## src/rtl/core/fixed_point_alu_assert.svh

```systemverilog
// Assertion macros for the fixed-point ALU
`ifndef FIXED_POINT_ALU_ASSERT_SVH
`define FIXED_POINT_ALU_ASSERT_SVH

// Assert an implication at every clock edge outside reset
`define FPA_ASSERT_IMPL(lbl, ante, cons, msg) \
    lbl: assert property (@(posedge clk) disable iff (!rst_n) (ante) |-> (cons)) \
        else $error(msg);

// Assert an implication in the following cycle
`define FPA_ASSERT_NEXT(lbl, ante, cons, msg) \
    lbl: assert property (@(posedge clk) disable iff (!rst_n) (ante) |=> (cons)) \
        else $error(msg);

`endif

```

## src/rtl/core/fpa_pkg.sv

```systemverilog
// ----------------------------------------------------------------------------
// fpa_pkg: shared types and constants
// Command codes, status codes and item structs of the fixed-point ALU.
// ----------------------------------------------------------------------------
package fpa_pkg;

    localparam logic [3:0] CMD_ADD     = 4'd0;
    localparam logic [3:0] CMD_SUB     = 4'd1;
    localparam logic [3:0] CMD_MUL     = 4'd2;
    localparam logic [3:0] CMD_DIV     = 4'd3;
    localparam logic [3:0] CMD_CMP     = 4'd4;
    localparam logic [3:0] CMD_MIN     = 4'd5;
    localparam logic [3:0] CMD_MAX     = 4'd6;
    localparam logic [3:0] CMD_INC     = 4'd7;
    localparam logic [3:0] CMD_DEC     = 4'd8;
    localparam logic [3:0] CMD_FROMINT = 4'd9;
    localparam logic [3:0] CMD_TOINT   = 4'd10;

    localparam logic [1:0] ST_OK   = 2'd0;
    localparam logic [1:0] ST_DIV0 = 2'd1;
    localparam logic [1:0] ST_SAT  = 2'd2;

    // Divider quotient width: numerator below 2^49, plus one rounding bit
    localparam int QW = 50;

    typedef struct packed {
        logic [3:0]         cmd;
        logic signed [31:0] operand_a;
        logic signed [31:0] operand_b;
    } in_item_t;

    typedef struct packed {
        logic signed [31:0] result_raw;
        logic               is_greater;
        logic               is_less;
        logic               is_equal;
        logic [1:0]         status;
    } out_item_t;

    // Context carried alongside the divider chain
    typedef struct packed {
        logic               valid;
        logic [3:0]         cmd;
        logic signed [31:0] result_raw;
        logic               is_greater;
        logic               is_less;
        logic               is_equal;
        logic [1:0]         status;
        logic               neg;
    } ctx_t;

endpackage

```

## src/rtl/core/fpa_front.sv

```systemverilog
// ----------------------------------------------------------------------------
// fpa_front: operand decode and the short operations
// Registers everything except divide quotient; multiply uses one register.
// ----------------------------------------------------------------------------
module fpa_front #(
    parameter int FRAC_BITS = 8
) (
    input  logic                   clk,
    input  logic                   rst_n,
    input  logic                   start,
    input  fpa_pkg::in_item_t      item,
    output fpa_pkg::ctx_t          ctx,
    output logic [fpa_pkg::QW-1:0] num,
    output logic [32:0]            den,
    output logic signed [63:0]     prod
);

    logic signed [32:0] a;
    logic signed [32:0] b;
    logic signed [33:0] sum;
    logic signed [33:0] dif;
    logic signed [33:0] inc;
    logic signed [33:0] dec;
    logic [32:0]        mag_a;
    logic [32:0]        mag_b;
    logic [63:0]        fi_mag;
    logic signed [31:0] toint;
    fpa_pkg::ctx_t      c;

    function automatic logic [33:0] sat34(input logic signed [33:0] v, output logic s);
        logic [33:0] r;
        begin
            s = 1'b0;
            r = v;
            if (v > 34'sd2147483647)
            begin
                s = 1'b1;
                r = 34'sd2147483647;
            end
            else if (v < -34'sd2147483648)
            begin
                s = 1'b1;
                r = -34'sd2147483648;
            end
            sat34 = r;
        end
    endfunction

    // Decode and compute the short operations
    always_comb
    begin
        logic s;
        logic [33:0] r;
        s     = 1'b0;
        r     = '0;
        a     = 33'(item.operand_a);
        b     = 33'(item.operand_b);
        sum   = 34'(a) + 34'(b);
        dif   = 34'(a) - 34'(b);
        inc   = 34'(a) + 34'sd1;
        dec   = 34'(a) - 34'sd1;
        mag_a = a[32] ? 33'(-a) : 33'(a);
        mag_b = b[32] ? 33'(-b) : 33'(b);
        fi_mag = 64'(mag_a) << FRAC_BITS;
        toint = item.operand_a >>> FRAC_BITS;
        c = '0;
        c.valid      = start;
        c.cmd        = item.cmd;
        c.is_greater = item.operand_a > item.operand_b;
        c.is_less    = item.operand_a < item.operand_b;
        c.is_equal   = item.operand_a == item.operand_b;
        c.neg        = a[32] ^ b[32];
        c.status     = fpa_pkg::ST_OK;
        unique case (item.cmd)
            fpa_pkg::CMD_ADD: r = sat34(sum, s);
            fpa_pkg::CMD_SUB: r = sat34(dif, s);
            fpa_pkg::CMD_INC: r = sat34(inc, s);
            fpa_pkg::CMD_DEC: r = sat34(dec, s);
            fpa_pkg::CMD_MIN: r = c.is_less ? 34'(a) : 34'(b);
            fpa_pkg::CMD_MAX: r = c.is_greater ? 34'(a) : 34'(b);
            fpa_pkg::CMD_TOINT: r = 34'(toint);
            fpa_pkg::CMD_FROMINT:
            begin
                if (a[32] && fi_mag > 64'd2147483648)
                begin
                    s = 1'b1;
                    r = -34'sd2147483648;
                end
                else if (!a[32] && fi_mag > 64'd2147483647)
                begin
                    s = 1'b1;
                    r = 34'sd2147483647;
                end
                else
                    r = a[32] ? -34'(fi_mag[33:0]) : 34'(fi_mag[33:0]);
            end
            fpa_pkg::CMD_DIV: if (item.operand_b == 32'sd0) c.status = fpa_pkg::ST_DIV0;
            default: r = '0;
        endcase
        c.result_raw = r[31:0];
        if (s)
            c.status = fpa_pkg::ST_SAT;
    end

    // Register the item's context
    always_ff @(posedge clk or negedge rst_n)
    begin
        if (!rst_n)
            ctx <= '0;
        else
            ctx <= c;
    end

    // Register the divider operands and the product
    always_ff @(posedge clk)
    begin
        // Doubled numerator plus divisor, for rounding half away from zero
        num  <= fpa_pkg::QW'({fi_mag[48:0], 1'b0}) + fpa_pkg::QW'(mag_b);
        den  <= {mag_b[31:0], 1'b0};
        prod <= item.operand_a * item.operand_b;
    end

endmodule

```

## config.mk

```make
export PLATFORM = sky130hd
export DESIGN_NAME = fpa_front
export DESIGN_NICKNAME = d
export VERILOG_FILES = /design/src/rtl/core/fixed_point_alu_assert.svh /design/src/rtl/core/fpa_pkg.sv /design/src/rtl/core/fpa_front.sv
export SDC_FILE = /design/constraint.sdc
export NUM_CORES = 2
export LEC_CHECK = 0
export BUFFER_PORTS_ARGS = -buffer_cell sky130_fd_sc_hd__buf_2
export CAP_MARGIN = 0
export CORE_ASPECT_RATIO = 1.4
export CORE_MARGIN = 2
export CORE_UTILIZATION = 30
export DETAILED_ROUTE_END_ITERATION = 8
export GPL_TIMING_DRIVEN = 0
export PLACE_DENSITY = 0.56
export SYNTH_ARGS = -nofsm -noshare
export SYNTH_HDL_FRONTEND = slang
export SYNTH_SLANG_ARGS = --single-unit
```

## constraint.sdc

```tcl
create_clock -name clk -period 0.8 [get_ports clk]
set_clock_uncertainty 0.15 [all_clocks]
set_input_delay 0.12 -clock clk [delete_from_list [all_inputs] [get_ports clk]]
set_output_delay 0.12 -clock clk [all_outputs]
set_load 0.01 [all_outputs]
```

==> run_results.csv <==
group,metric,value,unit
sta,hold_violations,50,
critical_path,arr_time_crit_path,8.54,ns
synth,synthesis.area_per_instance,8.80,µm²
die,chipWidth,351,µm
critical_path,criticalPathCategory,"input pin to register",
global_route,grt_max_degree,44,
route,route.final.wire_length,264000,µm
route,drtIter0Drc,3981,
cts,tritoncts.num_buffers,17,
synth,synth_simple_gate_area_share,16.6,%
layout,nets,7769,
route,drc,0,
route,met3_length,18700,µm
synth,synthesis.instances,5740,
cts,htree_levels,4,
synth,number_of_synthesized_flops_with_an_enable_pin,0,
global_route,grt_pass1_vias,47700,
sta,rsz_0062_raised_after_global_routing,"true",
critical_path,cpMaxStageDelayCell,"sky130_fd_sc_hd__clkbuf_2",
critical_path,critical_path.most_common_cell,"sky130_fd_sc_hd__fa_1",
synth,post_synth_main_area_contributors,"sky130_fd_sc_hd__fa_1 43%, sky130_fd_sc_hd__inv_1 7.6%, sky130_fd_sc_hd__ha_1 6.9%, sky130_fd_sc_hd__dfxtp_1 5.2%, sky130_fd_sc_hd__nand2_1 4.8%",
sta,postLayoutSetupSlackWorst,-7.37,ns
critical_path,critPathLaunchType,"input pin",
die,core,168000,µm²
synth,synth_area,50500,µm²
route,route.top_layer_used,"met5",
global_route,global_route.overflow_total,0,
cts,tritoncts,"done",
cts,clk_pin_slew,0.10,ns
sta,post-route-period-util,1020,%
route,wl_met1,93500,µm
run_status,status,"complete, but fails checks",
route,dr.pass1.iters,6,
sta,setup-tns-final,-680.12,ns
cts,clk_root_buffer_cell,"sky130_fd_sc_hd__clkbuf_16",
layout,drive_above_1_share,24.0,%
job,max_capacitance_violation_total,0,
die,pin_count,261,
critical_path,critPathCapture,"prod[62]",
critical_path,critical_path_maximum_fanout,10,
layout,post-route-cell-area,65200,µm²
route,mean_routed_wirelength_per_cell,30.7,µm
synth,post_synth_xor_area_fraction,4.72,%
die,dieHeight,489,µm
synth,synth_top_cell_area_share,43.0,%
critical_path,worstSetupEndpointType,"register",
sta,maxClockFrequency,122,MHz
synth,synth-seq-area-share,7.29,%
synth,post-synth-top-area-cell,"sky130_fd_sc_hd__fa_1",
sta,final-max-slew-violation-count,0,
sta,fin_worst_hold_slack,-0.444,ns
synth,synth_top_family_by_area,"adder cells",
global_route,grt_first_pass_wirelength,366000,µm
place,buffer_ports.inserted,252,
synth,ys_types,110,
route,postRouteAntennaNets,0,
synth,muxShareOfSynthArea,0.706,%
synth,synthArstFlopShare,24.9,%
route,dr_wl_met2,127000,µm
synth,ys_ff_latch,173,
synth,yosysWarnings,0,
route,route.detailed.vias_per_inst,5.33,
layout,area_growth_syn_to_layout,29.1,%
hold_path,min-delay-path-class,"input pin to async pin",
critical_path,cpPeakStageDelay,0.62,ns
place,routabilityCongestion,1.04,
global_route,gr-usage-all-layers,30.8,%
run_status,failed_checks,"negative hold slack, negative setup slack",
die,row_count,178,
sta,period_minus_slack,8.17,ns
place,hpwlAfterDp,216000,µm
sta,slew_headroom,10.1,%
critical_path,timing.critical_path.required,1.17,ns
die,fp.dieArea,172000,µm²
cts,largest_buffer_count_on_any_clock_path,2,
sta,tightest_slew,1.35,ns
synth,yosys.area_share.adder,49.9,%
cts,clkSinkCount,173,
die,initial_utilization,30.1,%
synth,synth_top_flop_cell,"sky130_fd_sc_hd__dfxtp_1",
place,place_ws,-10.22,ns
layout,fillerInstances,17000,
sta,final_setup_violation_count,347,
place,postPlaceCellArea,57900,µm²
global_route,number_of_antenna_violations_at_the_first_check_in_global_routing,30,
route,routed-via-count,46000,
critical_path,crit_path_start,"item[26]",
synth,synth_compound_area_share,9.87,%
## through the flow
| stage | utilization, % | instances | hold WS (ns) |
|---|---|---|---|
| after floorplan | - | 5750 | -0.326 |
| after global placement | 34.5 | 8252 | 0.0775 |
| after detailed placement | 34.5 | 8254 | 0.0797 |
| after CTS | 36.8 | 8400 | -0.423 |
| after global routing | 38.9 | 8601 | -0.329 |
| final | 38.9 | 8615 | -0.444 |
## layout make-up
| type | instances | area [µm²] | area share, % |
|---|---|---|---|
| inverter | 1041 | 4090 | 6.27 |
| buffer | 372 | 4780 | 7.33 |
| clock inverter | 15 | 186 | 0.286 |
| antenna | 17 | 42.5 | 0.0652 |
| clock buffer | 17 | 425 | 0.652 |
| sequential | 173 | 3680 | 5.64 |
| tap | 2250 | 2820 | 4.32 |
| timing repair buffer | 569 | 4420 | 6.79 |
| multi-input combinational | 4161 | 44800 | 68.7 |
## sequential cells by signal, indices dropped and copies added (netlist names)
signal and cells:
ctx 43, den 23, prod 64, num 43
## synth_stat cells, types with 16 or more instances
library cell / instances
sky130_fd_sc_hd__fa_1: 1085
sky130_fd_sc_hd__inv_1: 1028
sky130_fd_sc_hd__nand2_1: 645
sky130_fd_sc_hd__nor2_1: 395
sky130_fd_sc_hd__and2_1: 347
sky130_fd_sc_hd__ha_1: 278
sky130_fd_sc_hd__clkbuf_1: 263
sky130_fd_sc_hd__xnor2_1: 205
sky130_fd_sc_hd__a21oi_1: 197
sky130_fd_sc_hd__o21ai_0: 132
sky130_fd_sc_hd__dfxtp_1: 130
sky130_fd_sc_hd__xor2_1: 65
sky130_fd_sc_hd__nand3_1: 60
sky130_fd_sc_hd__a21o_1: 57
sky130_fd_sc_hd__nor3_1: 57
sky130_fd_sc_hd__buf_1: 54
sky130_fd_sc_hd__dfrtp_1: 43
sky130_fd_sc_hd__nand2b_1: 43
sky130_fd_sc_hd__nand4_1: 43
sky130_fd_sc_hd__o31ai_1: 32
sky130_fd_sc_hd__a211oi_1: 31
sky130_fd_sc_hd__buf_2: 30
sky130_fd_sc_hd__mux2i_1: 30
sky130_fd_sc_hd__o211ai_1: 28
sky130_fd_sc_hd__o21a_1: 27
sky130_fd_sc_hd__o221ai_1: 25
sky130_fd_sc_hd__or3_1: 25
sky130_fd_sc_hd__a31oi_1: 22
sky130_fd_sc_hd__buf_4: 21
sky130_fd_sc_hd__o21bai_1: 21
sky130_fd_sc_hd__and3_1: 20
sky130_fd_sc_hd__nor2b_1: 19
sky130_fd_sc_hd__nor4_1: 16
sky130_fd_sc_hd__o22ai_1: 16
## critical path: cells and delay by family
family                     cells  cell delay, ns
AOI/OAI and AO/OA              9            1.80
and+or+nand+nor                2            0.26
adders and majority gates      9            4.47
buffers and inverters          6            1.73
xor gates and xnor gates       1            0.13
## cells by family after synthesis
kind of cell    after synthesis
mux                          35
compound gates              736
buf+inv                    1416
xor+xnor                    271
other cells                   1
fa+ha+maj                  1363
flops                       173
simple gates               1745
## worst min path at each step
stage	endpoint	slack, ns	cells after the start
2_1_floorplan	ctx[0]	-0.33	0
3_3_place_gp	ctx[42]	0.08	1
3_5_place_dp	ctx[42]	0.08	1
4_1_cts	ctx[34]	-0.42	1
5_1_grt	ctx[0]	-0.33	1
6_report	ctx[0]	-0.44	1
## routing by layer
layer  track usage, %  vias up
met2             52.2     2423
li1                 -    18900
met3             5.42      895
met4             22.4       10
met5                0        -
met1             34.8    23700
## cell usage in the layout, fill, tap and decap left out, drive strengths merged, types with 198 or more instances in the layout
master	synthesis	final
clkbuf	263	252
nand2	648	648
fa	1085	1085
inv	1033	1029
ha	278	278
a21oi	198	198
buf	112	700
and2	347	347
nor2	397	397
xnor2	206	206
## timing repair
action,CTS,global route
hold buffers,5,1
pin swaps,107,204
setup endpoints to repair,346,372
buffers inserted,111,204
gates cloned,0,4
hold endpoints to repair,59,53
resized for setup,542,442
Power is left out: the tool's default activity adds up to more than one toggle a clock period on the data nets, which glitch-free logic cannot reach.
