--- src/rtl/core/fixed_point_alu_assert.svh ---
// Assertion macros for the fixed-point ALU
`ifndef FIXED_POINT_ALU_ASSERT_SVH
`define FIXED_POINT_ALU_ASSERT_SVH

// Assert an implication at every clock edge outside reset
`define FPA_ASSERT_IMPL(lbl, ante, cons, msg) \
    lbl: assert property (@(posedge clk) disable iff (!rst_n) (ante) |-> (cons)) \
        else $error(msg);

// Assert an implication in the following cycle
`define FPA_ASSERT_NEXT(lbl, ante, cons, msg) \
    lbl: assert property (@(posedge clk) disable iff (!rst_n) (ante) |=> (cons)) \
        else $error(msg);

`endif

--- src/rtl/core/fpa_pkg.sv ---
// ----------------------------------------------------------------------------
// fpa_pkg: shared types and constants
// Command codes, status codes and item structs of the fixed-point ALU.
// ----------------------------------------------------------------------------
package fpa_pkg;

    localparam logic [3:0] CMD_ADD     = 4'd0;
    localparam logic [3:0] CMD_SUB     = 4'd1;
    localparam logic [3:0] CMD_MUL     = 4'd2;
    localparam logic [3:0] CMD_DIV     = 4'd3;
    localparam logic [3:0] CMD_CMP     = 4'd4;
    localparam logic [3:0] CMD_MIN     = 4'd5;
    localparam logic [3:0] CMD_MAX     = 4'd6;
    localparam logic [3:0] CMD_INC     = 4'd7;
    localparam logic [3:0] CMD_DEC     = 4'd8;
    localparam logic [3:0] CMD_FROMINT = 4'd9;
    localparam logic [3:0] CMD_TOINT   = 4'd10;

    localparam logic [1:0] ST_OK   = 2'd0;
    localparam logic [1:0] ST_DIV0 = 2'd1;
    localparam logic [1:0] ST_SAT  = 2'd2;

    // Divider quotient width: numerator below 2^49, plus one rounding bit
    localparam int QW = 50;

    typedef struct packed {
        logic [3:0]         cmd;
        logic signed [31:0] operand_a;
        logic signed [31:0] operand_b;
    } in_item_t;

    typedef struct packed {
        logic signed [31:0] result_raw;
        logic               is_greater;
        logic               is_less;
        logic               is_equal;
        logic [1:0]         status;
    } out_item_t;

    // Context carried alongside the divider chain
    typedef struct packed {
        logic               valid;
        logic [3:0]         cmd;
        logic signed [31:0] result_raw;
        logic               is_greater;
        logic               is_less;
        logic               is_equal;
        logic [1:0]         status;
        logic               neg;
    } ctx_t;

endpackage

--- src/rtl/core/fpa_div_cell.sv ---
// ----------------------------------------------------------------------------
// fpa_div_cell: one restoring-divide stage
// Produces one quotient bit and hands remainder and context to the next cell.
// ----------------------------------------------------------------------------
module fpa_div_cell #(
    parameter int BIT = 0
) (
    input  logic                 clk,
    input  logic                 rst_n,
    input  fpa_pkg::ctx_t        ctx_in,
    input  logic [50:0]          rem_in,
    input  logic [fpa_pkg::QW-1:0] num_in,
    input  logic [32:0]          den_in,
    input  logic [fpa_pkg::QW-1:0] quo_in,
    output fpa_pkg::ctx_t        ctx_out,
    output logic [50:0]          rem_out,
    output logic [fpa_pkg::QW-1:0] num_out,
    output logic [32:0]          den_out,
    output logic [fpa_pkg::QW-1:0] quo_out
);

    logic [50:0]             trial;
    logic [51:0]             diff;
    logic [fpa_pkg::QW-1:0]  quo_next;

    // Shift in the next numerator bit and try the subtract
    always_comb
    begin
        trial = {rem_in[49:0], num_in[BIT]};
        diff  = {1'b0, trial} - {19'd0, den_in};
        quo_next      = quo_in;
        quo_next[BIT] = !diff[51];
    end

    // Advance the context
    always_ff @(posedge clk or negedge rst_n)
    begin
        if (!rst_n)
            ctx_out <= '0;
        else
            ctx_out <= ctx_in;
    end

    // Advance payload
    always_ff @(posedge clk)
    begin
        num_out <= num_in;
        den_out <= den_in;
        quo_out <= quo_next;
        if (!diff[51])
            rem_out <= diff[50:0];
        else
            rem_out <= trial;
    end

endmodule

--- config.mk ---
export PLATFORM = sky130hd
export DESIGN_NAME = fpa_div_cell
export DESIGN_NICKNAME = d
export VERILOG_FILES = /design/src/rtl/core/fixed_point_alu_assert.svh /design/src/rtl/core/fpa_pkg.sv /design/src/rtl/core/fpa_div_cell.sv
export SDC_FILE = /design/constraint.sdc
export NUM_CORES = 1
export LEC_CHECK = 0
export ABC_AREA = 1
export BUFFER_PORTS_ARGS = -buffer_cell sky130_fd_sc_hd__clkbuf_2
export CELL_PAD_IN_SITES_DETAIL_PLACEMENT = 1
export CELL_PAD_IN_SITES_GLOBAL_PLACEMENT = 1
export CORE_MARGIN = 5
export CORE_UTILIZATION = 29
export CTS_CLUSTER_DIAMETER = 120
export DETAILED_ROUTE_END_ITERATION = 16
export GPL_ROUTABILITY_DRIVEN = 0
export PLACE_DENSITY_LB_ADDON = 0.1
export REMOVE_ABC_BUFFERS = 1
export SYNTH_ARGS = -nofsm -noshare
export SYNTH_HDL_FRONTEND = slang
export SYNTH_SLANG_ARGS = --single-unit
--- constraint.sdc ---
create_clock -name clk -period 0.8 [get_ports clk]
set_input_delay 0.16 -clock clk [delete_from_list [all_inputs] [get_ports clk]]
set_output_delay 0.16 -clock clk [all_outputs]
set_load 0.005 [all_outputs]
==> impl_results.md, run 1 <==
- Status: finished, violations left
- Failing checks: hold timing, setup timing
- CP required: 1.24 ns
- Final Power: about 34000 uW
- Synth warnings: 0
- Via count: 11.4k
- Post-synth top flop: dfxtp_1
- Num CTS Buffers: 26
- Pint: 23800 uW
- Slowest cell delay on critical path: 0.30 ns
- Met3 usage: 5.66%
- Hold depth: 3
- Clock sinks: 227
- Clk root buf: clkbuf_16
- GR Util met1: 31.3%
- Minimum clock period: 1.39 ns
- Yosys reg bits: 227
- Sequential share of power: a little under two fifths
- Maxcap violations: 0
- Pins over their slew limit: 0
- Vias in the first global route: ~13k
- CP max-delay cell: ha_4
- Core Region: 31400 um2
- Width of the die: approximately 190 um
- CP Launch Type: primary input
- Clock share of power: a little over a third
- Comb power frac: 26.2%
- Deepest clock path buffer count: 3
- H-tree levels: 1
- Setup Slack @ Placement: -1.39 ns
- Tcrit/Tclk final: 174%
- Post-route setup slack: -0.595 ns
- Num rows: 65
- Worst slew margin: 79.7%
- Worst Tran Pin Value: roughly 0.30 ns
- Count of flip-flops with a built-in enable after synthesis: 0
- Overflow after GRT: 0
- Met2 Track Usage GR: 51.6%
- Initial antenna violation count: 5
- Lkg Pwr: between 0.009 and 0.01 uW
- Switching part of the total: 29.6%
- Power density over the cells: 1760 nW/um2
- Die Area: 35300 um2
- Critical Path Fanout Max: 9
- Top delay family on crit path: simple AND/OR/NAND/NOR gates
- Share of cells above drive strength 1: 56.8%
- Seq/Total Area, Yosys: about 52%
- DP HPWL: about 36000 um
- Hold Path End: rem_out[49]
- Cells after Synth: around 1.2k
- Wirelength, routed: 53700 um
- # port buffers: 453
- Pre-Repair DR Iteration Count: 4
- Ys async rst share: 18.9%
- Maximum vdd drop: 1.59 mV
- Area grow syn2layout: 110%
- Commonest non-fill, non-tap cell in the layout: clkbuf_2
- Reg area: 4850 um2
- Die span in y: 188 um
- CP Cell Sequence: clkbuf_4 -> ha_4 -> nand2_4 -> nor2_4 -> inv_1 -> nor2_4 -> nand2_4 -> nand2_4 -> nand2_4 -> nand2_8 -> inv_12 -> buf_12 -> nand2_1 -> nand2_1
- Critical path arrival: 1.84 ns
- Largest net degree at the start of global routing: 44
- Crit end category: register
- Final Setup Violations: ~280
- P_sw: 10000 uW
- Drt drc: 0
- Most frequent cells in the layout: 391 x clkbuf_2, 257 x nand2_1, 217 x dlygate4sd3_1
- Final-layout fill cell count: 3676
- Post-synth cell types: 35
- Hold WS: -0.180 ns
- First-pass GRT wire length: 76500 um
- Starting density of the core: 29.2%
- Boundary Pins: 456
- GRT Max-Usage Layer: met2
- Vias/cell: 4.48
- Final ANT Viol Nets: 0
- DR iter-0 viols: 401
- Final hold vios: 2
- # nets final: roughly 2.4k
- Syn Area/Cell: between 7 and 8 um2
- Area occupied by multi-input gates: approximately 5200 um2
- WL/cell: 21.2 um
- Unrepaired setup endpoints after global routing: true
- Hold Path Class: in -> reg
- Clk slew on worst S/H paths: 0.07 ns
- Setup CP Type: in -> reg
- F_max: approximately 0.7 GHz
- Critical path buffer and inverter count: 4
- Hold path startpoint: rem_in[48]
- Mapped Area: a little over 9000 um2
- CTS tree: done
- Global Route Usage Sum: 28.0%
- Crit-path most repeated cell: nand2_4
## registers in the layout, indices dropped and copies added (netlist names)
register / cells
num_out: 50
rem_out: 51
quo_out: 50
ctx_out: 43
den_out: 33
## power by group through the flow
| stage | sequential, uW | combinational (uW) | clock, uW |
|---|---|---|---|
| finish | 12700 | 8870 | 12300 |
| global route | 12700 | 9460 | 13100 |
| CTS | 12600 | 7680 | 12400 |
| detailed placement | 12800 | 5640 | 0 |
| global placement | 12800 | 5570 | 0 |
| floorplan | 12800 | 2010 | 0 |
## worst max-delay path by stage
stage	cells past startpoint	startpoint	slack, ns	endpoint
final	14	rem_in[17]	-0.59	rem_out[19]
after global routing	14	rem_in[17]	-0.65	rem_out[19]
after CTS	17	den_in[22]	-0.56	rem_out[11]
after detailed placement	14	den_in[14]	-1.39	rem_out[45]
after global placement	14	den_in[14]	-1.40	rem_out[45]
after floorplan	11	den_in[32]	-0.95	rem_out[19]
## layer usage
layer  vias up  wire length [um]
met3       128              2710
met1      5468             20600
met2       368             27800
met5         -                13
li1       5388                 -
met4         2              2540
## stage by stage
stage	instances	instance area [um2]	setup TNS [ns]	utilization [%]	hold slack, ns
after global placement	2219	13400	-65.55	42.5	0.152
after detailed placement	2219	13400	-66.15	42.5	0.153
final	2533	19200	-106.69	61.3	-0.180
after floorplan	1175	9080	-46.94	-	-0.136
after CTS	2499	18000	-107.30	57.2	-0.202
after global routing	2532	19200	-116.50	61.3	-0.149
## cell type report
type | count | area share [%]
antenna | 5 | 0.0650
clock buffer | 36 | 3.84
clock inverter | 11 | 0.715
inverter | 236 | 4.86
multi-input combinational | 713 | 27.0
sequential | 227 | 25.2
tap | 402 | 2.61
timing repair buffer | 902 | 35.7
timing repair inverter | 1 | 0.0455
## timing repair
item / CTS / global route
hold endpoints to repair: 260 / 3
cloned: 1 / 4
gates resized for setup: 378 / 354
hold buffers: 216 / 1
setup buffers: 19 / 26
pin swaps: 83 / 115
endpoints found under the setup margin: 279 / 279
## cell usage after synthesis, types with 4 or more instances
library cell,instances,area (um2)
nand3_1,50,250
a21oi_2,8,70.1
dfxtp_1,184,3680
nand3b_1,12,90.1
xor2_1,22,193
nand2_1,433,1630
o21ai_0,11,55.1
ha_1,33,413
inv_1,230,863
nor2_2,6,37.5
dfrtp_1,43,1080
inv_2,5,18.8
a21oi_1,22,110
nor2_1,81,304
nor3_1,4,20.0
nand4_1,8,50.1
## cells by family (layout without fill, tap and decap cells)
logic type               count (synthesis)  count (layout)  synth area share, %
adder cells (fa/ha/maj)                 34              34                 4.72
XOR/XNOR                                23              23                 2.20
flip-flops                             227             227                 51.9
other                                    0               5                    0
AND/OR/NAND/NOR                        612             613                 27.8
AO/OA/AOI/OAI                           43              43                 2.70
buffers and inverters                  244            1186                 10.7
(Power assumes the default switching activity.)
==> run 2: changes to the inputs <==
--- a/config.mk
+++ b/config.mk
@@ -6,13 +6,13 @@
 export NUM_CORES = 1
 export LEC_CHECK = 0
 export ABC_AREA = 1
-export BUFFER_PORTS_ARGS = -buffer_cell sky130_fd_sc_hd__clkbuf_2
 export CELL_PAD_IN_SITES_DETAIL_PLACEMENT = 1
 export CELL_PAD_IN_SITES_GLOBAL_PLACEMENT = 1
-export CORE_MARGIN = 5
-export CORE_UTILIZATION = 29
+export CORE_AREA = 2 2 178 180
 export CTS_CLUSTER_DIAMETER = 120
 export DETAILED_ROUTE_END_ITERATION = 16
+export DIE_AREA = 0 0 180 182
+export DONT_BUFFER_PORTS = 1
 export GPL_ROUTABILITY_DRIVEN = 0
 export PLACE_DENSITY_LB_ADDON = 0.1
 export REMOVE_ABC_BUFFERS = 1
==> impl_results.md, run 2 (synthesis results as in run 1) <==
- Num rows: 65 (unchanged)
- Clk root buf: clkbuf_16
- Die Area: 32800 um2 (-7.1%)
- Top Registers: rem_out x51, num_out x50, quo_out x50
- Setup Slack @ Placement: -1.28 ns (+0.106 ns)
- Register bank with the most flops: rem_out
- CP required: 1.25 ns (about the same)
- ANT cells: 0 (-5)
- Failing checks: hold timing, setup timing
- Minimum clock period: 1.34 ns (-0.0514 ns)
- Placed cell areas: 10900 um2 (-18%)
- Reg area: 4880 um2 (+0.57%)
- Vias/cell: 4.55 (+1.4%)
- Critical path arrival: 1.79 ns (-0.05 ns)
- Commonest non-fill, non-tap cell in the layout: nand2_1
- Power density over the cells: 1910 nW/um2 (+8.4%)
- # nets final: 1896 (-20%)
- CP Launch Type: primary input
- Wirelength, routed: 46100 um (-14%)
- Pre-Repair DR Iteration Count: 4 (unchanged)
- Final-layout fill cell count: 3483 (-5.3%)
- Slowest cell delay on critical path: 0.26 ns (-0.04 ns)
- Status: finished, violations left
- First-pass GRT wire length: 63500 um (-17%)
- WL/cell: 22.5 um (+6.0%)
- Max reg flops: 51 (unchanged)
- DR iter-0 viols: 280 (-30%)
- Unrepaired setup endpoints after global routing: true
- Width of the die: 180 um (-4.2%)
- Lkg Pwr: 0.00780 uW (-21%)
- Hold WS: -0.687 ns (-0.507 ns)
- Final hold vios: 55 (+53)
- Final Power: 31100 uW (-8.2%)
- Post-route setup slack: -0.544 ns (+0.0514 ns)
- Deepest clock path buffer count: 3 (unchanged)
- Core Region: 31000 um2 (-1.3%)
- Share of cells above drive strength 1: 43.1% (-14 points)
- F_max: 0.744 GHz (+3.8%)
- Worst slew margin: 80.9% (+1.1 points)
- Hold Path Class: in -> async
- Boundary Pins: 456 (unchanged)
- Post-route setup TNS: -78.77 ns (+27.93 ns)
- Largest net degree at the start of global routing: 44 (unchanged)
- Overflow after GRT: 0 (unchanged)
- Drt drc: 0 (unchanged)
- Area grow syn2layout: 77.6%
- Design area: 16300 um2 (-15%)
- Initial antenna violation count: 3 (-2)
- Critical Path Fanout Max: 9 (unchanged)
- Pins over their slew limit: 0 (unchanged)
- CP Cell Sequence: inv_8 -> ha_4 -> nand2_4 -> inv_2 -> nand2_2 -> nand2_2 -> inv_2 -> nand2_2 -> nand2_2 -> nand3_4 -> nor2_8 -> nand2_8 -> inv_16 -> buf_12 -> nand2_1 -> nand2_1
- Maxcap violations: 0 (unchanged)
- Maximum vdd drop: 1.43 mV (-10%)
- Crit end category: register
- Global Route Usage Sum: 25.9% (-2.0 points)
- Crit-path most repeated cell: nand2_2
- Die span in y: 182 um (-3.1%)
- CTS tree: done
- Vias in the first global route: 10.0k (-20%)
- # port buffers: 0 (-100%)
- Setup CP Type: in -> reg
- Clk slew on worst S/H paths: 0.07 ns (about the same)
- Num CTS Buffers: 24 (-7.7%)
- CP max-delay cell: ha_4
- H-tree levels: 1 (unchanged)
- Area occupied by multi-input gates: 5090 um2 (-2.0%)
- Via count: 9328 (-18%)
- DP HPWL: 32000 um (-10%)
- Worst Tran Pin Value: 0.285 ns (-0.0185 ns)
- Final Setup Violations: 279 (unchanged)
- Final ANT Viol Nets: 0 (unchanged)
- Most frequent cells in the layout: 273 x nand2_1, 215 x dlygate4sd3_1, 181 x buf_4
- Tcrit/Tclk final: 168% (-6.4 points)
- Starting density of the core: 29.6% (+0.38 points)
- Clock sinks: 227 (unchanged)
==> run 2: changes by cell type in the layout (fill, tap and decap cells not counted), sizes merged <==
cell	delta
clkinvlp	-2
diode	-5
inv	+2
buf	-68
dlygate4sd3	-2
clkbuf	-408
clkinv	+2
==> run 2: worst max-delay path, delay by kind of cell <==
family	cells	cell delay, ns
fa+ha+maj	1	0.26
buf+inv	5	0.40
simple gates	10	0.93
==> run 2: report_power, final <==
group	internal, uW	switching, uW
registers	12300	686
logic	3180	3290
clock network	6630	5020
==> run 2: path summary, 6_finish.rpt <==
| path | from | to | slack, ns | depth (start not counted) |
|---|---|---|---|---|
| min in group clk | den_in[0] | den_out[0] | -0.33 | 0 |
| max in group asynchronous | rst_n | ctx_out[12] | 1.37 | 0 |
| setup / recovery | den_in[26] | rem_out[10] | -0.54 | 16 |
| hold / removal | rst_n | ctx_out[42] | -0.69 | 0 |
==> run 2: what timing repair did <==
item | in CTS | in global routing
hold buffers | 212 | 3
buffers inserted | 15 | 26
endpoints found under the setup margin | 279 | 279
endpoints found under the hold margin | 269 | 57
resized for setup | 278 | 313
pin swaps | 53 | 124
cloned | 1 | 5
==> run 2: per-stage QoR <==
step	std cells	utilization (%)
floorplan	1175	-
detailed placement	1749	35.3
CTS	2019	48.6
global placement	1749	35.3
finish	2052	52.6
global route	2052	52.6
==> run 2: layout make-up <==
type                    count  share of cell area (%)
clock buffers              29                    4.06
multi-input cells         713                    31.2
clock inverters            14                   0.975
repair buffers            431                    24.7
flip-flops and latches    227                    30.0
inverters                 236                    5.98
well taps                 402                    3.09
==> run 2: layer usage <==
layer | up-vias | routed length (um) | global-route usage [%]
met5 | - | 38 | 0
met3 | 78 | 3110 | 6.44
li1 | 4422 | - | -
met4 | 6 | 1460 | 7.25
met1 | 4492 | 18100 | 30.8
met2 | 330 | 23400 | 46.3
